## src/rtl/core/cff_pkg.sv

```systemverilog
// ----------------------------------------------------------------------------
// cff_pkg
// Shared types, field widths and codes for the clipped framebuffer fill core.
// ----------------------------------------------------------------------------
`default_nettype none

package cff_pkg;

  // field widths
  localparam int OP_W        = 3;
  localparam int COORD_W     = 16;
  localparam int DIM_W       = 9;
  localparam int BOX_W       = 17;
  localparam int COLOR_W     = 8;
  localparam int PIX_W       = 32;
  localparam int COUNT_W     = 17;
  localparam int CFG_IDX_W   = 3;
  localparam int CFG_DATA_W  = 9;
  localparam int IN_TDATA_W  = 64;
  localparam int OUT_TDATA_W = 56;
  localparam int OUT_PAD_W   = OUT_TDATA_W - COUNT_W - PIX_W;

  // command codes
  typedef logic [OP_W-1:0] op_t;
  localparam op_t OP_PIXEL = 3'd0;
  localparam op_t OP_HSPAN = 3'd1;
  localparam op_t OP_VSPAN = 3'd2;
  localparam op_t OP_RECT  = 3'd3;
  localparam op_t OP_READ  = 3'd4;

  // configuration register indexes
  typedef logic [CFG_IDX_W-1:0] cfg_idx_t;
  localparam cfg_idx_t CFG_FRAME_WIDTH  = 3'd0;
  localparam cfg_idx_t CFG_FRAME_HEIGHT = 3'd1;
  localparam cfg_idx_t CFG_COLOR_RED    = 3'd2;
  localparam cfg_idx_t CFG_COLOR_GREEN  = 3'd3;
  localparam cfg_idx_t CFG_COLOR_BLUE   = 3'd4;
  localparam cfg_idx_t CFG_COLOR_ALPHA  = 3'd5;

  // controller states
  typedef enum logic [2:0] {
    ST_CLEAR,
    ST_IDLE,
    ST_CLIP,
    ST_BASE,
    ST_FILL,
    ST_READ,
    ST_RDWAIT,
    ST_DONE
  } state_t;

  // controller to datapath
  typedef struct packed {
    logic clr_en;
    logic accept;
    logic clip;
    logic base;
    logic fill;
    logic read;
    logic rdcap;
    logic load_out;
  } cff_cmd_t;

  // datapath to controller
  typedef struct packed {
    logic clr_last;
    logic empty;
    logic is_read;
    logic x_last;
    logic y_last;
    logic out_free;
  } cff_stat_t;

endpackage

`default_nettype wire

```

## src/rtl/core/cff_dp.sv

```systemverilog
// ----------------------------------------------------------------------------
// cff_dp
// Datapath: config registers, clipping, pixel address walk, result register.
// ----------------------------------------------------------------------------
`default_nettype none

module cff_dp #(
  parameter int MAX_WIDTH  = 256,
  parameter int MAX_HEIGHT = 256,
  parameter int ADDR_W     = 16
) (
  input  logic                                clk,
  input  logic                                rst_n,
  input  cff_pkg::cff_cmd_t                   cmd,
  output cff_pkg::cff_stat_t                  stat,
  input  logic [cff_pkg::OP_W-1:0]            in_tuser,
  input  logic [cff_pkg::IN_TDATA_W-1:0]      in_tdata,
  input  logic                                cfg_valid,
  input  logic [cff_pkg::CFG_IDX_W-1:0]       cfg_index,
  input  logic [cff_pkg::CFG_DATA_W-1:0]      cfg_data,
  output logic                                out_tvalid,
  input  logic                                out_tready,
  output logic [cff_pkg::OUT_TDATA_W-1:0]     out_tdata,
  output logic                                ram_we,
  output logic [ADDR_W-1:0]                   ram_addr,
  output logic [cff_pkg::PIX_W-1:0]           ram_wdata,
  input  logic [cff_pkg::PIX_W-1:0]           ram_rdata
);

  import cff_pkg::*;

  localparam int DEPTH = MAX_WIDTH * MAX_HEIGHT;

  // configuration registers
  logic [DIM_W-1:0]   frame_width_r;
  logic [DIM_W-1:0]   frame_height_r;
  logic [COLOR_W-1:0] color_red_r;
  logic [COLOR_W-1:0] color_green_r;
  logic [COLOR_W-1:0] color_blue_r;
  logic [COLOR_W-1:0] color_alpha_r;

  always_ff @(posedge clk) begin
    if (!rst_n) begin
      frame_width_r  <= 9'd256;
      frame_height_r <= 9'd256;
      color_red_r    <= '0;
      color_green_r  <= '0;
      color_blue_r   <= '0;
      color_alpha_r  <= '0;
    end else if (cfg_valid) begin
      unique case (cfg_index)
        CFG_FRAME_WIDTH:  frame_width_r  <= cfg_data;
        CFG_FRAME_HEIGHT: frame_height_r <= cfg_data;
        CFG_COLOR_RED:    color_red_r    <= cfg_data[COLOR_W-1:0];
        CFG_COLOR_GREEN:  color_green_r  <= cfg_data[COLOR_W-1:0];
        CFG_COLOR_BLUE:   color_blue_r   <= cfg_data[COLOR_W-1:0];
        CFG_COLOR_ALPHA:  color_alpha_r  <= cfg_data[COLOR_W-1:0];
        default: ;
      endcase
    end
  end

  // effective frame size, limited by the store geometry
  logic [DIM_W-1:0] eff_w;
  logic [DIM_W-1:0] eff_h;

  assign eff_w = (32'(frame_width_r) > 32'(MAX_WIDTH)) ? DIM_W'(MAX_WIDTH) : frame_width_r;
  assign eff_h = (32'(frame_height_r) > 32'(MAX_HEIGHT)) ? DIM_W'(MAX_HEIGHT)
                                                          : frame_height_r;

  // command capture
  logic [OP_W-1:0]    op_r;
  logic [COORD_W-1:0] px_r;
  logic [COORD_W-1:0] py_r;
  logic [COORD_W-1:0] a_r;
  logic [COORD_W-1:0] b_r;

  always_ff @(posedge clk) begin
    if (cmd.accept) begin
      op_r <= in_tuser;
      px_r <= in_tdata[15:0];
      py_r <= in_tdata[31:16];
      a_r  <= in_tdata[47:32];
      b_r  <= in_tdata[63:48];
    end
  end

  // box bounds per command, ends ordered
  logic [BOX_W-1:0] px17;
  logic [BOX_W-1:0] py17;
  logic [BOX_W-1:0] a17;
  logic [BOX_W-1:0] b17;
  logic [BOX_W-1:0] bx0;
  logic [BOX_W-1:0] bx1;
  logic [BOX_W-1:0] by0;
  logic [BOX_W-1:0] by1;
  logic [BOX_W-1:0] w17;
  logic [BOX_W-1:0] h17;
  logic             bad_op;
  logic             zero_size;
  logic             empty_c;
  logic [DIM_W-1:0] cx1;
  logic [DIM_W-1:0] cy1;

  assign px17 = {1'b0, px_r};
  assign py17 = {1'b0, py_r};
  assign a17  = {1'b0, a_r};
  assign b17  = {1'b0, b_r};
  assign w17  = BOX_W'(eff_w);
  assign h17  = BOX_W'(eff_h);

  always_comb begin
    bx0       = px17;
    bx1       = px17;
    by0       = py17;
    by1       = py17;
    bad_op    = 1'b0;
    zero_size = 1'b0;
    case (op_r) inside
      OP_PIXEL, OP_READ: begin
        bad_op = 1'b0;
      end
      OP_HSPAN: begin
        if (px_r < a_r) begin
          bx1 = a17;
        end else begin
          bx0 = a17;
        end
      end
      OP_VSPAN: begin
        if (py_r < a_r) begin
          by1 = a17;
        end else begin
          by0 = a17;
        end
      end
      OP_RECT: begin
        bx1       = px17 + a17 - 17'd1;
        by1       = py17 + b17 - 17'd1;
        zero_size = (a_r == '0) || (b_r == '0);
      end
      default: begin
        bad_op = 1'b1;
      end
    endcase
  end

  // clip against the frame, no wrap-around
  assign empty_c = bad_op || zero_size || (eff_w == '0) || (eff_h == '0) ||
                   (bx0 >= w17) || (by0 >= h17);
  assign cx1 = (bx1 >= w17) ? (eff_w - 9'd1) : bx1[DIM_W-1:0];
  assign cy1 = (by1 >= h17) ? (eff_h - 9'd1) : by1[DIM_W-1:0];

  logic             empty_r;
  logic [DIM_W-1:0] x0_r;
  logic [DIM_W-1:0] x1_r;
  logic [DIM_W-1:0] y0_r;
  logic [DIM_W-1:0] y1_r;

  always_ff @(posedge clk) begin
    if (cmd.clip) begin
      empty_r <= empty_c;
      x0_r    <= bx0[DIM_W-1:0];
      x1_r    <= cx1;
      y0_r    <= by0[DIM_W-1:0];
      y1_r    <= cy1;
    end
  end

  // address walk: row base plus column, one pixel per cycle
  logic [2*DIM_W-1:0] base_prod;
  logic [ADDR_W-1:0]  row_base_r;
  logic [DIM_W-1:0]   x_r;
  logic [DIM_W-1:0]   y_r;

  assign base_prod = (2*DIM_W)'(y0_r) * (2*DIM_W)'(eff_w);

  always_ff @(posedge clk) begin
    if (cmd.base) begin
      row_base_r <= ADDR_W'(base_prod);
      x_r        <= x0_r;
      y_r        <= y0_r;
    end else if (cmd.fill) begin
      if (x_r == x1_r) begin
        x_r        <= x0_r;
        y_r        <= y_r + 9'd1;
        row_base_r <= row_base_r + ADDR_W'(eff_w);
      end else begin
        x_r <= x_r + 9'd1;
      end
    end
  end

  // result accumulation
  logic [COUNT_W-1:0] count_r;
  logic [PIX_W-1:0]   value_r;

  always_ff @(posedge clk) begin
    if (cmd.accept) begin
      count_r <= '0;
      value_r <= '0;
    end else begin
      if (cmd.fill) count_r <= count_r + 17'd1;
      if (cmd.rdcap) value_r <= ram_rdata;
    end
  end

  // clearing pass counter
  logic [ADDR_W-1:0] clr_addr_r;

  always_ff @(posedge clk) begin
    if (!rst_n) begin
      clr_addr_r <= '0;
    end else if (cmd.clr_en) begin
      clr_addr_r <= clr_addr_r + ADDR_W'(1);
    end
  end

  // store port
  assign ram_we    = cmd.clr_en || cmd.fill;
  assign ram_addr  = cmd.clr_en ? clr_addr_r : (row_base_r + ADDR_W'(x_r));
  assign ram_wdata = cmd.clr_en ? '0
                                : {color_alpha_r, color_blue_r, color_green_r, color_red_r};

  // output register, free again once the pending transfer is taken
  logic                   out_valid_r;
  logic [OUT_TDATA_W-1:0] out_data_r;

  always_ff @(posedge clk) begin
    if (!rst_n) begin
      out_valid_r <= 1'b0;
    end else if (cmd.load_out) begin
      out_valid_r <= 1'b1;
    end else if (out_tready) begin
      out_valid_r <= 1'b0;
    end
  end

  always_ff @(posedge clk) begin
    if (cmd.load_out) begin
      out_data_r <= {{OUT_PAD_W{1'b0}}, count_r, value_r};
    end
  end

  assign out_tvalid = out_valid_r;
  assign out_tdata  = out_data_r;

  // status
  assign stat.clr_last = (clr_addr_r == ADDR_W'(DEPTH - 1));
  assign stat.empty    = empty_r;
  assign stat.is_read  = (op_r == OP_READ);
  assign stat.x_last   = (x_r == x1_r);
  assign stat.y_last   = (y_r == y1_r);
  assign stat.out_free = !out_valid_r || out_tready;

endmodule

`default_nettype wire

```

## config.mk

```make
export PLATFORM = sky130hd
export DESIGN_NAME = cff_dp
export DESIGN_NICKNAME = d
export VERILOG_FILES = /design/src/rtl/core/cff_pkg.sv /design/src/rtl/core/cff_dp.sv
export SDC_FILE = /design/constraint.sdc
export NUM_CORES = 1
export LEC_CHECK = 0
export ABC_CLOCK_PERIOD_IN_PS = 5600
export BUFFER_PORTS_ARGS = -buffer_cell sky130_fd_sc_hd__buf_2
export CAP_MARGIN = 15
export CORE_ASPECT_RATIO = 0.7
export CORE_MARGIN = 2
export CORE_UTILIZATION = 30
export CTS_BUF_LIST = sky130_fd_sc_hd__clkbuf_8
export CTS_CLUSTER_DIAMETER = 120
export DETAILED_ROUTE_END_ITERATION = 12
export PLACE_DENSITY_LB_ADDON = 0.12
export SYNTH_ARGS = -nofsm -noshare
export SYNTH_HDL_FRONTEND = slang
export SYNTH_SLANG_ARGS = --single-unit
```

## constraint.sdc

```tcl
create_clock -name clk -period 5.6 [get_ports clk]
set_input_delay 0.28 -clock clk [delete_from_list [all_inputs] [get_ports clk]]
set_output_delay 0.28 -clock clk [all_outputs]
set_load 0.05 [all_outputs]
```

**Word level (Yosys, flattened, before mapping)**

Index checks and enable logic that the tools add are counted.

- Register bits after elaboration: 303
- Input bits: 123
- Word-level logic and storage cells: 125

- $add $sub $neg: 12
- Multipliers: 1
- Magnitude comparators: 8
- Eq/ne operators: 12
- Mux-type cells: 42
- Reduce and logical (&&, ||, !) cells: 26

Operator list:

| cell | count |
|---|---|
| $mux 16 | 13 |
| $mux 17 | 8 |
| $mux 9 | 10 |
| $ge 17x9->1 | 4 |
| $add 16x16->17 | 2 |
| $sub 17x1->17 const B | 2 |
| $add 16x9->16 | 2 |
| $logic_not 16->1 | 2 |
| $lt 16x16->1 | 2 |
| $mux 32 | 1 |
| $add 9x1->9 const B | 2 |
| $eq 9x9->1 | 2 |
| $gt 9x9->1 const B | 2 |
| $logic_not 9->1 | 2 |
| $sub 9x1->9 const B | 2 |
| $add 17x1->17 const B | 1 |
| $add 16x1->16 const B | 1 |
| $eq 16x16->1 const B | 1 |
| $mul 9x9->16 | 1 |
| $reduce_and 2->1 | 7 |
| $eq 3x2->1 const B | 4 |
| $mux 1 | 10 |
| $eq 3x3->1 const B | 3 |
| $logic_or 1x1->1 | 8 |
| 5 further kinds | 9 |

**Longest topological paths before layout**

- Depth in word-level cells: 11
- Depth in mapped cells: 22

**Worst setup path before layout**

OpenSTA, ideal clock, no wires.

- Path type: flip-flop to flip-flop
- Start point: reg frame_width_r[8]
- End point: reg row_base_r[14] (data pin)
- Setup time: 269 ps
- Data arrival time: 4,572 ps
- Required time: 5,331 ps
- Setup slack: 759 ps
- Stages on the path, launching flop included: 21
- Path buffers: 1
- Period minus slack after synthesis: 4,841 ps
- Cell sequence: dfxtp_1 > nor2b_1 > clkbuf_1 > nand2_1 > fa_1 > inv_1 > fa_1 > ha_1 > inv_1 > fa_1 > inv_1 > fa_1 > a21o_1 > a21oi_1 > o21bai_1 > a21oi_1 > o21bai_1 > a21oi_1 > o21ai_0 > xnor2_1 > mux2i_1

- Word-level cells in the longest chain between the ends: 6
- Elaborated cells on any way between the ends: 7
- Classes of those cells: 1 x add/sub; 1 x mul; 1 x order compare; 4 x mux

RTL lines:

| element | RTL line | source |
|---|---|---|
| start, declared | cff_dp.sv:35 | `logic [DIM_W-1:0] frame_width_r;` |
| start signal, assigned | cff_dp.sv:52 | `CFG_FRAME_WIDTH: frame_width_r <= cfg_data;` |
| $gt 9x9->1 | cff_dp.sv:67 | `assign eff_w = (32'(frame_width_r) > 32'(MAX_WIDTH)) ? DIM_W'(MAX_WIDTH) : frame_width_r;` |
| $mux 9 (*) | cff_dp.sv:67 |  |
| branches (longest 3 deep; another with $mul 9x9->16) | -- |  |
| $mux 16 (*) | cff_dp.sv:179 | `if (cmd.base) begin` |
| end signal, assigned | cff_dp.sv:180 | `row_base_r <= ADDR_W'(base_prod);` |
| end signal, assigned | cff_dp.sv:187 | `row_base_r <= row_base_r + ADDR_W'(eff_w);` |
| end, declared | cff_dp.sv:172 | `logic [ADDR_W-1:0] row_base_r;` |

Mark *: on every way between the ends. The select of a mux whose other input is x is not followed.
A chain may end at the register's enable or synchronous reset.

**Worst setup path after layout**

- Start point: reg a_r[1]
- End point: reg x1_r[6] (data pin)

- Word-level cells in the longest chain between the ends: 8
- Elaborated cells on any way between the ends: 10
- Classes of those cells: 2 x add/sub; 2 x order compare; 6 x mux

RTL lines:

| element | RTL line | source |
|---|---|---|
| start, declared | cff_dp.sv:75 | `logic [COORD_W-1:0] a_r;` |
| start signal, assigned | cff_dp.sv:83 | `a_r <= in_tdata[47:32];` |
| $add 16x16->17 | cff_dp.sv:138 | `bx1 = px17 + a17 - 17'd1;` |
| $sub 17x1->17 | cff_dp.sv:138 |  |
| $mux 17 (2 in series) | cff_dp.sv:119 | `case (op_r) inside` |
| $mux 17 (*) (2 in series) | cff_dp.sv:119 |  |
| $ge 17x9->1 | cff_dp.sv:151 | `assign cx1 = (bx1 >= w17) ? (eff_w - 9'd1) : bx1[DIM_W-1:0];` |
| $mux 9 (*) | cff_dp.sv:151 |  |
| via cx1[6] | cff_dp.sv:102 | `logic [DIM_W-1:0] cx1;` |
| end signal, assigned | cff_dp.sv:164 | `x1_r <= cx1;` |
| end, declared | cff_dp.sv:156 | `logic [DIM_W-1:0] x1_r;` |

The timed path passes the listed nets; every way through them passes the cells marked *.

==> results.md <==
* F_max at 0.1886 GHz
* Max Buffers Root-to-Sink at 3
* Final hold vios at 0
* Mapped Area at 20170 um2
* Sw Ratio at 0.3357
* Worst setup path startpoint: a_r[1]
* Clock root buffer: clkbuf_8
* FP Rows at 79
* Max_cap viols at 0
* RSZ-0062 raised after global routing: no
* Syn-to-layout area delta at 22.56%
* IO Pins at 235
* Finished Core Util at 0.3716
* Sequential Power Share at 0.409
* Postcts setup bufs at 0
* # setup viols final at 0
* Total CTS buffers at 55
* Worst rel slew slack at 0.2512
* P_leak at 0.01070 uW
* Port buffer count at 226
* Synth warn at 0
* VDD IR max at 0.0001671 V
* Dpl hpwl at 46.14 mm
* Critical R2R Launch: a_r[1]
* Leading cell type in the layout, fill and taps excluded: inv_1
* Via/cell ratio at 4.745
* Antenna violations before repair at 5
* Via Count at 16.25k
* Worst setup SP type: flip-flop
* Gr usage total at 0.1761
* Worst EP required at 5990 ps
* Kind of critical path: flip-flop to flip-flop
* Internal Power at 4294 uW
* Sink Count at 303
* FF+latch area at 7938 um2
* Area occupied by multi-input gates at 10980 um2
* Largest net degree at the start of global routing at 68
* DR pass1 iterations at 8
* Fillcell total at 6763
* Total design power at 6464 uW
* Clock network power share at 0.345
* Worst path arrival time at 5690 ps
* Routed len/inst at 17.87 um
* Post-synth ARST share at 0
* Initial Util at 0.3032
* GR Util met3 at 0.03627
* Post-route ant nets at 0
* Gate Count Post-Synth at 2118
* Switch Pwr at 2170 uW
* Synth top area cells: edfxtp_1 28%, ha_1 12%, dfxtp_1 12%, fa_1 5.3%, nand2_1 4.8%
* Grt met2 use at 0.2630
* Crit share post-route at 0.9469
* GRT met1 Usage at 0.2593
* Sequential fraction of the synthesis area at 0.3935
* Grt peak-use layer: met2
* Nets at 2848
* Die height at 220.9 um
* Syn Area/Cell at 9.523 um2
* First-pass GRT wire length at 95.53 mm
* Drt drc at 0
* Number of enable flip-flop cells after synthesis at 187
* Max Fanout on Critical Path at 9
* CTS tree: yes
* Number of synthesized register bits at 303
* Iter 0 DRT Violations at 976
* Setup TNS at 0 ps
* Share of layout cells above drive strength 1 at 0.1568
* GPL Wtd Cong at 0.9116
* Worst-path clk slew at 60 ps
* Post-synth top area share at 0.2784
* CP endpoint kind: flip-flop
* Hold/Removal Path Class: input port to flip-flop
* Core ar. at 66520 um2
* Die area at 69350 um2
* Die X at 313.9 um
* Grt ovf at 0
* Min-delay src: cfg_index[0]
* Post-layout min period at 5302 ps
* Pins over their slew limit at 0
* Most common flop cell mapped by yosys: edfxtp_1
* Vias in the first global route at 16.45k
* Detailed Route WL at 61.19 mm
* Commonest cells after routing, fill and taps aside: 257 x inv_1, 256 x nand2_1, 225 x buf_2
* Least-Margin Pin Slew at 1123 ps
* Yosys top cell by area: edfxtp_1
* Post-synthesis cell type count at 84
* Layout Skew at 60.08 ps
* Status: complete, no violations
* Htree depth at 2
* Comb pwr share at 0.246
* Clock Latency Late Sink at 700 ps
* PD cells at 261.5 nW/um2
-- power by group through the flow --
stage / registers, uW / clock network, uW / logic, uW
floorplan: 2690 / 0 / 1010
global placement: 2690 / 0 / 1490
detailed placement: 2690 / 0 / 1520
CTS: 2640 / 2310 / 1590
global route: 2660 / 2410 / 1770
finish: 2640 / 2230 / 1590
-- stage by stage --
| stage | instance area (um2) | setup slack [ps] | instances | hold slack [ps] |
|---|---|---|---|---|
| after CTS | 24690 | 191.4 | 3422 | 18.88 |
| after global placement | 22450 | 330.2 | 3209 | 410.4 |
| after global routing | 24720 | 34.44 | 3424 | 76.41 |
| after floorplan | 20190 | 759.1 | 2124 | 378.9 |
| final | 24720 | 297.5 | 3424 | 64.70 |
| after detailed placement | 22450 | 244.4 | 3209 | 415.1 |
-- worst max-delay path: stages (launching register included) --
cell       delay, ps
edfxtp_1         380
inv_1            190
ha_1             280
inv_1             60
ha_1             170
inv_1             60
fa_1             450
nor2b_1          210
o21a_1           130
nor2_1            40
xnor2_1          210
o22ai_1          110
a31oi_1          160
o22a_1           200
ha_1             250
a21o_1           170
a211oi_1         250
o21a_1           160
o21ai_0          130
a2111oi_0        500
buf_4            190
and4_1           230
buf_12           150
mux2_2           330
-- per-layer routing --
metal	wire length, um	share of wire	vias up
met5	45	0.00074	-
met4	1071	0.018	6
met3	3652	0.060	77
met2	25870	0.42	376
met1	30550	0.50	7727
li1	-	-	8060
-- synth_stat cells (all sizes together), types with 23 or more instances --
cell	instances
nor2	118
clkbuf	60
dfxtp	116
a21oi	85
nor3	23
nand3	45
inv	240
nor2b	55
edfxtp	187
xor2	43
mux2i	45
a21boi	56
xnor2	74
ha	186
fa	53
buf	23
and2	58
o21ai	102
nand2	256
a21o	23
-- layout make-up --
cell class / instances / area share
Multi-Input combinational cell: 1497 / 0.4441
Sequential cell: 303 / 0.3211
Timing Repair Buffer: 388 / 0.1068
Tap cell: 891 / 0.04510
Inverter: 241 / 0.03659
Clock buffer: 62 / 0.03452
Clock inverter: 41 / 0.01159
Antenna cell: 1 / 0.0001012
-- what timing repair did --
action,CTS,global route
resized for setup,0,2
hold buffers,110,0
hold endpoints to repair,153,0
endpoints found under the setup margin,0,9
-- worst paths after layout --
kind / cells after the start / end / slack (ps)
max: 23 / x1_r[6] / 300
min: 4 / color_red_r[3] / 60
max reg2reg: 23 / x1_r[6] / 300
min reg2reg: 0 / out_tdata[9] / 430
-- registers in the layout, summed over array words and instances (netlist names), 3 cells and up --
| signal | cells |
|---|---|
| out_tdata | 49 |
| value_r | 32 |
| count_r | 17 |
| a_r | 16 |
| b_r | 16 |
| clr_addr_r | 16 |
| px_r | 16 |
| py_r | 16 |
| row_base_r | 16 |
| frame_height_r | 9 |
| frame_width_r | 9 |
| x0_r | 9 |
| x1_r | 9 |
| x_r | 9 |
| y0_r | 9 |
| y1_r | 9 |
| y_r | 9 |
| color_alpha_r | 8 |
| color_blue_r | 8 |
| color_green_r | 8 |
| color_red_r | 8 |
| op_r | 3 |
-- cell families (layout without fill, tap and decap cells) --
logic type,Yosys count,in the layout,synth area share
buffers and inverters,324,732,0.06414
adders and majority gates,239,239,0.1680
other,1,8,0.0001859
and+or+nand+nor,669,669,0.1596
xor gates and xnor gates,117,117,0.05081
DFF,303,303,0.3935
AOI/OAI and AO/OA,401,401,0.1308
muxes,64,64,0.03294
Note: power is estimated with default switching activity, not from simulation.
