$ cat config.mk
export PLATFORM = sky130hd
export DESIGN_NAME = cff_ctrl
export DESIGN_NICKNAME = d
export VERILOG_FILES = /design/src/rtl/core/cff_pkg.sv /design/src/rtl/core/cff_ctrl.sv
export SDC_FILE = /design/constraint.sdc
export NUM_CORES = 1
export LEC_CHECK = 0
export CAP_MARGIN = 20
export CORE_AREA = 2 2 39 41
export DETAILED_ROUTE_END_ITERATION = 10
export DIE_AREA = 0 0 41 43
export DONT_BUFFER_PORTS = 1
export GPL_TIMING_DRIVEN = 0
export PLACE_DENSITY = 0.31
export SLEW_MARGIN = 20
export SYNTH_ARGS = -nofsm -noshare
export SYNTH_HDL_FRONTEND = slang
export SYNTH_SLANG_ARGS = --single-unit
$ cat constraint.sdc
create_clock -name clk -period 3.8 [get_ports clk]
set_clock_uncertainty 0.2 [all_clocks]
set_input_delay 0.19 -clock clk [delete_from_list [all_inputs] [get_ports clk]]
set_output_delay 0.19 -clock clk [all_outputs]
set_load 0.005 [all_outputs]
$ cat src/rtl/core/cff_pkg.sv
// ----------------------------------------------------------------------------
// cff_pkg
// Shared types, field widths and codes for the clipped framebuffer fill core.
// ----------------------------------------------------------------------------
`default_nettype none

package cff_pkg;

  // field widths
  localparam int OP_W        = 3;
  localparam int COORD_W     = 16;
  localparam int DIM_W       = 9;
  localparam int BOX_W       = 17;
  localparam int COLOR_W     = 8;
  localparam int PIX_W       = 32;
  localparam int COUNT_W     = 17;
  localparam int CFG_IDX_W   = 3;
  localparam int CFG_DATA_W  = 9;
  localparam int IN_TDATA_W  = 64;
  localparam int OUT_TDATA_W = 56;
  localparam int OUT_PAD_W   = OUT_TDATA_W - COUNT_W - PIX_W;

  // command codes
  typedef logic [OP_W-1:0] op_t;
  localparam op_t OP_PIXEL = 3'd0;
  localparam op_t OP_HSPAN = 3'd1;
  localparam op_t OP_VSPAN = 3'd2;
  localparam op_t OP_RECT  = 3'd3;
  localparam op_t OP_READ  = 3'd4;

  // configuration register indexes
  typedef logic [CFG_IDX_W-1:0] cfg_idx_t;
  localparam cfg_idx_t CFG_FRAME_WIDTH  = 3'd0;
  localparam cfg_idx_t CFG_FRAME_HEIGHT = 3'd1;
  localparam cfg_idx_t CFG_COLOR_RED    = 3'd2;
  localparam cfg_idx_t CFG_COLOR_GREEN  = 3'd3;
  localparam cfg_idx_t CFG_COLOR_BLUE   = 3'd4;
  localparam cfg_idx_t CFG_COLOR_ALPHA  = 3'd5;

  // controller states
  typedef enum logic [2:0] {
    ST_CLEAR,
    ST_IDLE,
    ST_CLIP,
    ST_BASE,
    ST_FILL,
    ST_READ,
    ST_RDWAIT,
    ST_DONE
  } state_t;

  // controller to datapath
  typedef struct packed {
    logic clr_en;
    logic accept;
    logic clip;
    logic base;
    logic fill;
    logic read;
    logic rdcap;
    logic load_out;
  } cff_cmd_t;

  // datapath to controller
  typedef struct packed {
    logic clr_last;
    logic empty;
    logic is_read;
    logic x_last;
    logic y_last;
    logic out_free;
  } cff_stat_t;

endpackage

`default_nettype wire

$ cat src/rtl/core/cff_ctrl.sv
// ----------------------------------------------------------------------------
// cff_ctrl
// Sequencer: clearing pass, command setup, pixel fill loop, read, hand-off.
// ----------------------------------------------------------------------------
`default_nettype none

module cff_ctrl (
  input  logic               clk,
  input  logic               rst_n,
  input  logic               in_tvalid,
  output logic               in_tready,
  input  cff_pkg::cff_stat_t stat,
  output cff_pkg::cff_cmd_t  cmd
);

  import cff_pkg::*;

  state_t state_r;
  state_t state_nxt;

  // state register
  always_ff @(posedge clk) begin
    if (!rst_n) begin
      state_r <= ST_CLEAR;
    end else begin
      state_r <= state_nxt;
    end
  end

  // next state
  always_comb begin
    state_nxt = state_r;
    unique case (state_r)
      ST_CLEAR: begin
        if (stat.clr_last) state_nxt = ST_IDLE;
      end
      ST_IDLE: begin
        if (in_tvalid) state_nxt = ST_CLIP;
      end
      ST_CLIP: begin
        state_nxt = ST_BASE;
      end
      ST_BASE: begin
        if (stat.empty) begin
          state_nxt = ST_DONE;
        end else if (stat.is_read) begin
          state_nxt = ST_READ;
        end else begin
          state_nxt = ST_FILL;
        end
      end
      ST_FILL: begin
        if (stat.x_last && stat.y_last) state_nxt = ST_DONE;
      end
      ST_READ: begin
        state_nxt = ST_RDWAIT;
      end
      ST_RDWAIT: begin
        state_nxt = ST_DONE;
      end
      ST_DONE: begin
        if (stat.out_free) state_nxt = ST_IDLE;
      end
      default: begin
        state_nxt = ST_IDLE;
      end
    endcase
  end

  // command outputs
  always_comb begin
    cmd       = '0;
    in_tready = 1'b0;
    unique case (state_r)
      ST_CLEAR:  cmd.clr_en = 1'b1;
      ST_IDLE: begin
        in_tready  = 1'b1;
        cmd.accept = in_tvalid;
      end
      ST_CLIP:   cmd.clip     = 1'b1;
      ST_BASE:   cmd.base     = 1'b1;
      ST_FILL:   cmd.fill     = 1'b1;
      ST_READ:   cmd.read     = 1'b1;
      ST_RDWAIT: cmd.rdcap    = 1'b1;
      ST_DONE:   cmd.load_out = stat.out_free;
      default:   cmd          = '0;
    endcase
  end

endmodule

`default_nettype wire

---- Yosys cells after proc, flatten, opt, wreduce, memory -nomap -nowiden ----
Index checks and enable logic that the tools add are counted.
Widths: inputs -> output; s select.
word-level totals
  logic and storage cells ................. 31
  memories ................................ 0
  bits in writable memories ............... 0
  output and inout port bits .............. 9
  latch bits .............................. 0
  register bits ........................... 3
  bits in read-only memories .............. 0
  input port bits ......................... 9
cells by class
  magnitude comparators ................... 0
  reductions and logical operators ........ 3
  shift-type cells ........................ 0
  add/sub/neg operators ................... 0
  muxes and demuxes ....................... 16
  equality and inequality tests ........... 11
  bitwise operators ....................... 0
  multipliers ............................. 0
  divide/modulo/power cells ............... 0
operator list
  kind                number
  $pmux 3 s8          1
  $eq 3x3->1 const B  4
  $mux 3              4
  $mux 1              10
  $ne 2x2->1 const B  4
  $eq 3x2->1 const B  2
  $reduce_and 4->1    1
  $eq 3x1->1 const B  1
  $logic_not 3->1     1
  $mux 2              1
  $logic_and 1x1->1   1

---- Longest topological paths before layout ----
Gate-level depths: netlist (run 1).
  depth in word-level cells ............... 3
  mapped depth ............................ 4
  mapped depth without buffers ............ 3

---- Least setup slack after synthesis (run 1) ----
OpenSTA, ideal clock, no wires.
  path type ............................... register to output
  start point ............................. register state_r[2]
  end point ............................... output port cmd[6] (netlist name)
  data required time ...................... 3.410 ns
  buffers on the path ..................... 1
  arrival ................................. 0.910 ns
  slack ................................... 2.500 ns
  stages on the path, launching flop included .. 4
  cell sequence ........................... dfxtp_1 > buf_2 > nor3b_1 > and2_1
RTL lines
  element                 RTL line        RTL
  start, declared         cff_ctrl.sv:18  state_t state_r;
  start signal, assigned  cff_ctrl.sv:26  state_r <= state_nxt;
  end, declared           cff_ctrl.sv:13  output cff_pkg::cff_cmd_t cmd

==> results.md, run 1 <==
* Post-Syn Nets at 41
* Antenna diodes at 0
* CP required at 3.41 ns
* Minimum clock period at 1.67 ns
* Post-Synth Simple-Gate Area at 45.2%
* Die Width at 41 µm
* Layout cells sized above 1 at 16.2%
* Vias at 250
* First-pass GRT wire length at 1040 µm
* Core area at 0.00138 mm²
* Mapped Cells at 32
* Slowest stage delay, CP at 0.34 ns
* Yosys warns at 0
* Slew @ Worst Pin at 0.341 ns
* H-tree depth at 1
* Setup violators final at 0
* Final net count at 47
* Setup TNS Final at 0 ns
* Power share of the clock group at 44.7%
* CP endpoint kind: output pin
* Most flops, register: state_r
* Worst-path cell chain: buf_2, nor3b_1, and2_1
* Status: finished clean
* DRT antenna net count at 0
* Max-cap check violation count at 0
* # IOs at 18
* Hold Path Class: in -> reg
* Area taken by multi-input logic gates at 153 µm²
* Main combinational cell family by area after synthesis: simple AND/OR/NAND/NOR gates
* CTS tree: done
* Clock Sinks at 3
* Number of distinct library cells after synthesis at 18
* Die area at 0.00176 mm²
* Crit-path max FO at 10
* Post-synthesis mux area share at 0%
* Final Cycle Share at 43.9%
* Comb pwr share at 23.5%
* Peak supply drop at 0.158 mV
* WL final at 658 µm
* Bufs and invs on worst path at 1
* Synth Area in Adders at 0%
* Crit path max-delay family: simple AND/OR/NAND/NOR gates
* Crit path kind: reg -> out
* Detailed Route Iter0 Violations at 0
* WL per Instance at 12.4 µm
* Place WS at 2.36 ns
* Slew Viols, Final at 0
* Post-CTS Repair Setup Buffers at 0
* Mapped cell area at 235 µm²
* XOR/XNOR share of the synthesized area at 0%
* Clock Tree Buf Depth at 2
* Seq pwr share at 31.8%
* Vias per inst at 4.72
* Total power at 0.123 mW
* Final Hold Viols at 0
* Number of global-route vias before repair at 252
* Fillers at 160
* Clk slew on worst S/H paths at 0.03 ns
* CTS root buffer: clkbuf_4
* Initial antenna violation count at 0
* Total CTS buffers at 3
* Worst setup SP type: register
* Chip Height at 43 µm
* Compound-Gate Fraction of Synth Area at 19.7%
* Syn Area/Cell at 7.35 µm²
* Seq/Total Area, Yosys at 25.5%
* Final worst setup slack at 2.13 ns
* Peak Freq at 599 MHz
* Slew HR at 77.2%
* DRT Pass-1 Iters at 1
* Row count at 14
* Largest regs: state_r (3)
* Port bufs at 0
* Largest net degree at the start of global routing at 11
* Worst hold margin at 0.0250 ns
* Total global-route track usage at 9.23%
* Lkg Pwr at 0.130 nW
* Starting Density at 17.0%
* GRT Residual Overflow at 0
* DR DRC count at 0
* Max reg flops at 3
* Sequential cell area at 60.1 µm²
* PwrDens at 420 mW/mm²
* GP Congestion at 0.670
* Worst-Skew Late Latency at 0.23 ns
* Flops & latches, synth at 3
* Switching Fraction at 29.0%
* Area Overhead vs Synth at 23.9%
* CP max stage cell: nor3b_1
* Worst Path Arrival at 1.28 ns
* Cell-internal power at 0.0870 mW
* Psw at 0.0355 mW
* RSZ-0062 raised after global routing: false
[layout by cell type (no fill, tap or decap), types with 2 or more instances in the layout]
cell type	instances
and3b_1	2
nor2_1	2
inv_1	2
nor3b_1	4
buf_2	3
clkbuf_4	3
nand2_1	3
a21oi_1	3
dfxtp_1	3
[worst paths after layout]
path | cells past startpoint | slack, ns | start | endpoint
worst max register to register | 3 | 2.46 | state_r[2] | state_r[0]
worst min register to register | 3 | 0.45 | state_r[2] | state_r[0]
worst min-delay path | 3 | 0.03 | in_tvalid | state_r[0]
worst max-delay path | 3 | 2.13 | state_r[2] | cmd[6]
[synth_stat cells, drive strengths merged]
cell    number  area share (%)
a21oi        3             6.4
a31oi        1             2.7
and2         1             2.7
and3         1             2.7
and3b        2             7.4
buf          3             6.4
dfxtp        3              26
inv          2             3.2
nand2        3             4.8
nand4        1             2.7
nor2         2             3.2
nor2b        1             2.7
nor3         1             2.1
nor3b        4              13
o2111a       1             4.8
o21ai        1             2.1
o41ai        1             3.7
or4b         1             4.3
[metal layers]
layer | up-vias | track usage [%] | routed length [µm]
met4 | 0 | 2.00 | 0
met1 | 115 | 8.65 | 260
met3 | 0 | 8.90 | 60
met5 | - | 0 | 0
li1 | 126 | - | -
met2 | 9 | 14.1 | 338
[power groups by stage]
stage / sequential [mW] / clock, mW / combinational (mW)
2_1_floorplan: 0.0382 / 0 / 0.0237
3_5_place_dp: 0.0394 / 0 / 0.0282
5_1_grt: 0.0398 / 0.0612 / 0.0336
3_3_place_gp: 0.0394 / 0 / 0.0280
6_report: 0.0390 / 0.0547 / 0.0288
4_1_cts: 0.0390 / 0.0584 / 0.0295
[worst register-to-register path: stages (launching register included)]
cell	delay [ns]
dfxtp_1	0.33
or4b_1	0.51
o21ai_1	0.10
a21oi_1	0.08
[cell families (layout without fill, tap and decap cells)]
family,after synthesis,count (layout)
simple gates,17,17
buf+inv,5,10
compound gates,7,7
flops,3,3
[final cells by class]
class                   instances  area share, %
multi-input cells              24           52.4
repair buffers                  1           3.43
clock buffers                   4           9.01
inverters                       2           2.58
flip-flops and latches          3           20.6
plain buffers                   3           5.15
well taps                      16           6.87
[per-stage QoR]
step                cell area (µm²)  instances  util (%)
floorplan                       235         32         -
global placement                255         48      18.4
detailed placement              255         48      18.4
CTS                             292         53      21.1
global route                    292         53      21.1
finish                          292         53      21.1
[repair_timing]
action | CTS | global route
hold buffers | 1 | 0
gates resized for setup | 0 | 0
endpoints found under the hold margin | 3 | 0
Note: power is estimated with default switching activity, not from simulation.
==> inputs of run 2 (changes only) <==
--- a/config.mk
+++ b/config.mk
@@ -5,13 +5,14 @@
 export SDC_FILE = /design/constraint.sdc
 export NUM_CORES = 1
 export LEC_CHECK = 0
+export ABC_AREA = 1
 export CAP_MARGIN = 20
 export CORE_AREA = 2 2 39 41
 export DETAILED_ROUTE_END_ITERATION = 10
 export DIE_AREA = 0 0 41 43
 export DONT_BUFFER_PORTS = 1
 export GPL_TIMING_DRIVEN = 0
-export PLACE_DENSITY = 0.31
+export PLACE_DENSITY = 0.36
 export SLEW_MARGIN = 20
 export SYNTH_ARGS = -nofsm -noshare
 export SYNTH_HDL_FRONTEND = slang
==> constraint.sdc (replaced) <==
create_clock -name clk -period 1.41 [get_ports clk]
set_clock_uncertainty 0.2 [all_clocks]
set_input_delay 0.0705 -clock clk [delete_from_list [all_inputs] [get_ports clk]]
set_output_delay 0.0705 -clock clk [all_outputs]
set_load 0.005 [all_outputs]
==> run 2 against run 1 <==
  * Die area unchanged
  * Worst setup slack worse by 2.0 ns
  * Register-to-register slack worse by 2.4 ns
  * Synthesized area up 18%
  * Final cell count up 43%
  * Hold slack better by 0.026 ns
  * Sequential power rose to 3.8 times the previous value
  * Combinational power rose to 18 times the previous value
  * Synthesized cell count up 47%
  * Clock power rose to 2.7 times the previous value
  * Critical path type unchanged
  * Largest cell class unchanged
  * Largest power group is now combinational cells
==> results.md, run 2 <==
* Row count at 14 (unchanged)
* Reg2Reg Launch Point: state_r[1]
* GRT Residual Overflow at 0 (unchanged)
* First-pass GRT wire length at 1110 µm (+7.2%)
* Leading cell type in the layout, fill and taps excluded: nand2_1
* Layout cells sized above 1 at 33.3% (+17 points)
* # IOs at 18 (unchanged)
* Post-synthesis mux area share at 0% (unchanged)
* Syn Area/Cell at 5.91 µm² (-20%)
* CP endpoint kind: output pin
* Hold Path End: cmd[6]
* DR DRC count at 0 (unchanged)
* Clock Sinks at 3 (unchanged)
* WL final at 822 µm (+25%)
* Slew @ Worst Pin at 0.269 ns (-0.0724 ns)
* Clock Tree Buf Depth at 2 (unchanged)
* Seq pwr share at 18.4% (-13 points)
* Starting Density at 20.1% (+3.1 points)
* Top cell type's share of synthesized area at 21.6% (-3.9 points)
* Setup violators final at 0 (unchanged)
* Die area at 0.00176 mm² (unchanged)
* Yosys warns at 0 (unchanged)
* RSZ-0062 raised after global routing: false
* XOR/XNOR share of the synthesized area at 0% (unchanged)
* Final net count at 70 (+49%)
* Detailed Route Iter0 Violations at 1 (+1)
* Most common cell in the netlist: nand2_1
* Min-delay src: in_tvalid
* DRT antenna net count at 0 (unchanged)
* Chip Height at 43 µm (unchanged)
* Status: finished clean
* Number of synthesized flops with an enable pin at 0 (unchanged)
* Final Hold Viols at 0 (unchanged)
* Slew HR at 81.9% (+4.7 points)
* Flops & latches, synth at 3 (unchanged)
* Setup TNS Final at 0 ns (unchanged)
* Worst-Skew Late Latency at 0.23 ns (about the same)
* Slew Viols, Final at 0 (unchanged)
* Synth top area cells: dfxtp_1, nand2_1, nor3_1, inv_1, nor2_1
* Yosys top cell by area: dfxtp_1
* Reg-to-reg slack, setup at 0.1 ns (-2.36 ns)
* Reg2Reg Depth at 7 (+4)
* Clk slew on worst S/H paths at 0.03 ns (about the same)
* Number of distinct library cells after synthesis at 17 (-1)
* Seq/Total Area, Yosys at 21.6% (-3.9 points)
* DP HPWL at 547 µm
* Lkg Pwr at 0.202 nW (+55%)
* Die Width at 41 µm (unchanged)
* Vias at 337 (+35%)
* Number of global-route vias before repair at 302 (+20%)
* CP required at 1.14 ns (-2.27 ns)
* Most frequent cells in the layout: nand2_1, dlygate4sd3_1, inv_1, nor3_1, nor2_1
* Final Cycle Share at 93.1%
* Most flops, register: state_r
* Compound-Gate Fraction of Synth Area at 10.8% (-8.9 points)
* CTS root buffer: clkbuf_4
* Post-Syn Nets at 56 (+37%)
* Largest regs: state_r (3)
* Async SR Flop Fraction at 0% (unchanged)
* Worst setup SP type: register
* Power share of the clock group at 18.3% (-26 points)
* Post-Synth Simple-Gate Area at 51.4% (+6.1 points)
* Mapped cell area at 278 µm² (+18%)
* Minimum clock period at 1.31 ns
* Initial antenna violation count at 0 (unchanged)
* Switching Fraction at 45.3% (+16 points)
* Max-cap check violation count at 0 (unchanged)
* Fillers at 170 (+6.3%)
* Reg-to-reg critical path endpoint: state_r[1]
* Synth top cells by count: nand2_1, inv_1, nor2_1
* Peak Freq at 762 MHz
* DRT Pass-1 Iters at 2 (+1)
* Crit-path max FO at 4 (-6)
* Largest net degree at the start of global routing at 11 (unchanged)
* CTS tree: done
* Comb pwr share at 63.3% (+40 points)
* Max reg flops at 3 (unchanged)
* PwrDens at 1870 mW/mm² (+340%)
* Hold Path Class: in -> out
* Antenna diodes at 0 (unchanged)
* Worst Path Arrival at 1.04 ns (-0.24 ns)
* Mapped Cells at 47 (+47%)
* Core area at 0.00138 mm² (unchanged)
* Crit path kind: reg -> out
* Port bufs at 0 (unchanged)
* Vias per inst at 4.43 (-6.0%)
* Total CTS buffers at 3 (unchanged)
* WL per Instance at 10.8 µm (-13%)
* Synth Area in Adders at 0% (unchanged)
* Total power at 0.802 mW (+550%)
* Total global-route track usage at 9.42% (+0.19 points)
* H-tree depth at 1 (unchanged)
* Cell-internal power at 0.439 mW (+400%)
* Hold depth at 2 (-1)
* GP Congestion at 0.796 (+19%)
* Area Overhead vs Synth at 54.5%
* Main combinational cell family by area after synthesis: simple AND/OR/NAND/NOR gates
* Peak supply drop at 0.456 mV (+190%)
* Dominant synthesized flop cell: dfxtp_1
* Psw at 0.363 mW (+920%)
[run 2: changes by cell type in the layout (fill, tap and decap cells not counted), sizes merged, moves of 2 or more]
cell / previous run / this run
nor2: 2 / 9
nor3: 1 / 5
nand2: 3 / 9
nand3: 0 / 3
nor3b: 4 / 0
inv: 2 / 8
buf: 3 / 5
dlygate4sd3: 1 / 6
and3b: 2 / 0
[run 2: worst max-delay path, cell delays in order, from the launching register on]
cell and delay, ns:
dfxtp_2 0.31, buf_2 0.14, buf_4 0.13, nor3_1 0.24
[run 2: through the flow]
step,hold WS [ns],worst slack [ns],area (µm²),instances,util [%]
after global placement,-0.0253,0.0446,298,63,21.5
after CTS,0.0535,0.0500,384,73,27.8
after floorplan,-0.0319,0.168,278,47,-
final,0.0505,0.0971,429,76,31.0
after global routing,0.0770,0.000411,429,76,31.0
after detailed placement,-0.0247,0.0613,298,63,21.5
[run 2: layout make-up]
class	count	area, µm²	area share, %
plain buffers	2	22.5	5.25
clock buffers	4	26.3	6.12
inverters	8	32.5	7.58
multi-input cells	34	185	43.1
flip-flops and latches	3	62.6	14.6
well taps	16	20.0	4.66
repair buffers	9	80.1	18.7
[run 2: power groups by stage]
stage	clock network [mW]	registers, mW	logic [mW]
6_report	0.147	0.148	0.508
5_1_grt	0.154	0.152	0.573
4_1_cts	0.153	0.132	0.421
3_5_place_dp	0	0.133	0.408
3_3_place_gp	0	0.134	0.409
2_1_floorplan	0	0.130	0.340
[run 2: repair_timing]
item                       CTS  global route
hold endpoints to repair     3             0
hold buffers                 6             0
buffers inserted             0             2
setup endpoints to repair    0             4
gates resized for setup      0            10
[run 2: per-layer routing]
| metal | GRT usage, % | vias to the layer above | wire length, µm |
|---|---|---|---|
| li1 | - | 174 | - |
| met1 | 10.2 | 154 | 332 |
| met2 | 15.3 | 9 | 452 |
| met3 | 0.524 | 0 | 37 |
| met4 | 8.00 | 0 | 0 |
| met5 | 0 | - | 0 |
[run 2: worst max-delay path by stage]
| stage | to | cells past startpoint | from | slack, ns |
|---|---|---|---|---|
| 3_5_place_dp | state_r[1] | 7 | state_r[2] | 0.06 |
| 4_1_cts | state_r[1] | 7 | state_r[2] | 0.05 |
| 2_1_floorplan | state_r[1] | 7 | state_r[1] | 0.17 |
| 3_3_place_gp | state_r[1] | 7 | state_r[2] | 0.04 |
| 5_1_grt | state_r[1] | 7 | state_r[1] | 0.0004 |
| 6_report | cmd[6] | 3 | state_r[1] | 0.1 |
[run 2: kinds of logic (layout without fill, tap and decap cells)]
family	after synthesis	in the layout
flip-flops	3	3
buffers and inverters	10	23
AND/OR/NAND/NOR	29	29
AO/OA/AOI/OAI	5	5
==> inputs of run 3 (changes only) <==
--- a/config.mk
+++ b/config.mk
@@ -12,7 +12,7 @@
 export DIE_AREA = 0 0 41 43
 export DONT_BUFFER_PORTS = 1
 export GPL_TIMING_DRIVEN = 0
-export PLACE_DENSITY = 0.36
+export PLACE_DENSITY = 0.45
 export SLEW_MARGIN = 20
 export SYNTH_ARGS = -nofsm -noshare
 export SYNTH_HDL_FRONTEND = slang
==> run 3 against run 2 <==
  * Sequential power about the same
  * Power decreased by 2.2%
  * Fmax decreased by 0.36%
  * Die area unchanged
  * Non-clock buffer count unchanged
  * Critical path type is now reg -> reg
==> results.md, run 3 (synthesized netlist as in run 2, its figures left out) <==
* Status: finished clean
* CP required at 1.33 ns (+0.19 ns)
* GP Congestion at 0.635 (-20%)
* Max-cap check violation count at 0 (unchanged)
* CTS root buffer: clkbuf_4
* Vias per inst at 4.46 (+0.59%)
* Port bufs at 0 (unchanged)
* Most flops, register: state_r
* Minimum clock period at 1.32 ns (+0.00477 ns)
* Post-Layout Cell Count at 76 (unchanged)
* Slew @ Worst Pin at 0.267 ns (-0.00185 ns)
* Largest net degree at the start of global routing at 11 (unchanged)
* PwrDens at 1870 mW/mm² (-0.12%)
* Row count at 14 (unchanged)
* Initial antenna violation count at 0 (unchanged)
* DP HPWL at 552 µm (+0.93%)
* Worst-path cell chain: buf_6, nor2_4, nand3b_1, nand2_1, nor2_2, nand2_1, nand2_2, nor2_2
* Final Hold Viols at 0 (unchanged)
* Chip Height at 43 µm (unchanged)
* GRT Residual Overflow at 0 (unchanged)
* Total power at 0.785 mW (-2.2%)
* Bufs and invs on worst path at 1 (-1)
* Crit-path max FO at 5 (+1)
* Final Cycle Share at 93.5% (+0.34 points)
* Vias at 339 (+0.59%)
* First-pass GRT wire length at 952 µm (-14%)
* Cell count after placement at 63 (unchanged)
* Slowest stage delay, CP at 0.33 ns (+0.02 ns)
* Worst-Skew Late Latency at 0.23 ns (about the same)
* CP max stage cell: dfxtp_2
* Worst Path Arrival at 1.24 ns (+0.20 ns)
* Post-route cell area at 420 µm² (-2.0%)
* Total global-route track usage at 8.53% (-0.89 points)
* Final net count at 70 (unchanged)
* Hold Path Class: in -> reg
* Antenna diodes at 0 (unchanged)
* Crit path max-delay family: simple AND/OR/NAND/NOR gates
* DRT Pass-1 Iters at 2 (unchanged)
* Slew HR at 82.1% (+0.12 points)
* Die area at 0.00176 mm² (unchanged)
* Setup violators final at 0 (unchanged)
* Crit path kind: reg -> reg
* Clock Tree Buf Depth at 2 (unchanged)
* Max reg flops at 3 (unchanged)
* Largest regs: state_r (3)
* Most frequent cells in the layout: nand2_1, dlygate4sd3_1, inv_1, nor3_1
* Starting Density at 20.1% (unchanged)
* Setup TNS Final at 0 ns (unchanged)
* WL final at 783 µm (-4.7%)
* Layout cells sized above 1 at 35.0% (+1.7 points)
* Leading cell type in the layout, fill and taps excluded: nand2_1
* DR DRC count at 0 (unchanged)
* Lkg Pwr at 0.199 nW (-1.3%)
* Detailed Route Iter0 Violations at 5 (+4)
* Die Width at 41 µm (unchanged)
* Reg-to-reg slack, setup at 0.09 ns (about the same)
* Placed Area at 298 µm² (unchanged)
* # IOs at 18 (unchanged)
* Peak Freq at 759 MHz (-0.36%)
* DRT antenna net count at 0 (unchanged)
* Peak supply drop at 0.543 mV (+19%)
* Final Core Density at 30.4% (-0.63 points)
* Clk slew on worst S/H paths at 0.04 ns (about the same)
* Clock Sinks at 3 (unchanged)
* H-tree depth at 1 (unchanged)
* WL per Instance at 10.3 µm (-4.7%)
* CTS tree: done
* Number of global-route vias before repair at 282 (-6.6%)
* Slew Viols, Final at 0 (unchanged)
* Total CTS buffers at 3 (unchanged)
* CP endpoint kind: register
* Area Overhead vs Synth at 51.4%
* Worst setup SP type: register
* Fillers at 164 (-3.5%)
* Core area at 0.00138 mm² (unchanged)
## run 3: path summary, 6_finish.rpt
path,from,to,cells past startpoint
hold / removal,stat[4],state_r[1],5
setup / recovery,state_r[1],state_r[1],8
hold reg to reg,state_r[2],state_r[0],3
setup reg to reg,state_r[1],state_r[1],8
## run 3: power by group
part | internal [mW] | switching [mW]
registers | 0.123 | 0.0267
logic | 0.202 | 0.282
clock network | 0.106 | 0.0445
total | 0.432 | 0.353
## run 3: stage by stage
stage	hold WS, ns	worst slack [ns]
6_report	0.0505	0.0924
5_1_grt	0.0820	-0.000479
4_1_cts	0.0533	0.0655
3_5_place_dp	-0.0169	0.0759
3_3_place_gp	-0.0259	0.0673
2_1_floorplan	-0.0319	0.168
## run 3: timing repair
item,4_1_cts,5_1_grt
buffers inserted,0,1
hold endpoints to repair,3,0
resized for setup,0,9
setup endpoints to repair,0,4
hold buffers,6,0
## run 3: cell type report
class / instances / area (µm²) / area share [%]
plain buffers: 2 / 22.5 / 5.36
flip-flops and latches: 3 / 63.8 / 15.2
repair buffers: 9 / 77.6 / 18.5
inverters: 8 / 30.0 / 7.14
well taps: 16 / 20.0 / 4.76
clock buffers: 4 / 26.3 / 6.25
multi-input cells: 34 / 180 / 42.9
## run 3: layer usage
| metal | vias up | track usage (%) | share of wire [%] |
|---|---|---|---|
| met5 | - | 0 | 0 |
| met1 | 143 | 7.69 | 42 |
| met4 | 0 | 8.00 | 1.3 |
| met3 | 2 | 3.66 | 7.3 |
| li1 | 178 | - | - |
| met2 | 16 | 13.1 | 49 |
## run 3: worst min-delay path, cell delays in order
cell,delay (ns)
a21oi_1,0.11
or2_0,0.12
nand2_1,0.06
nand2_2,0.06
nor2_2,0.03
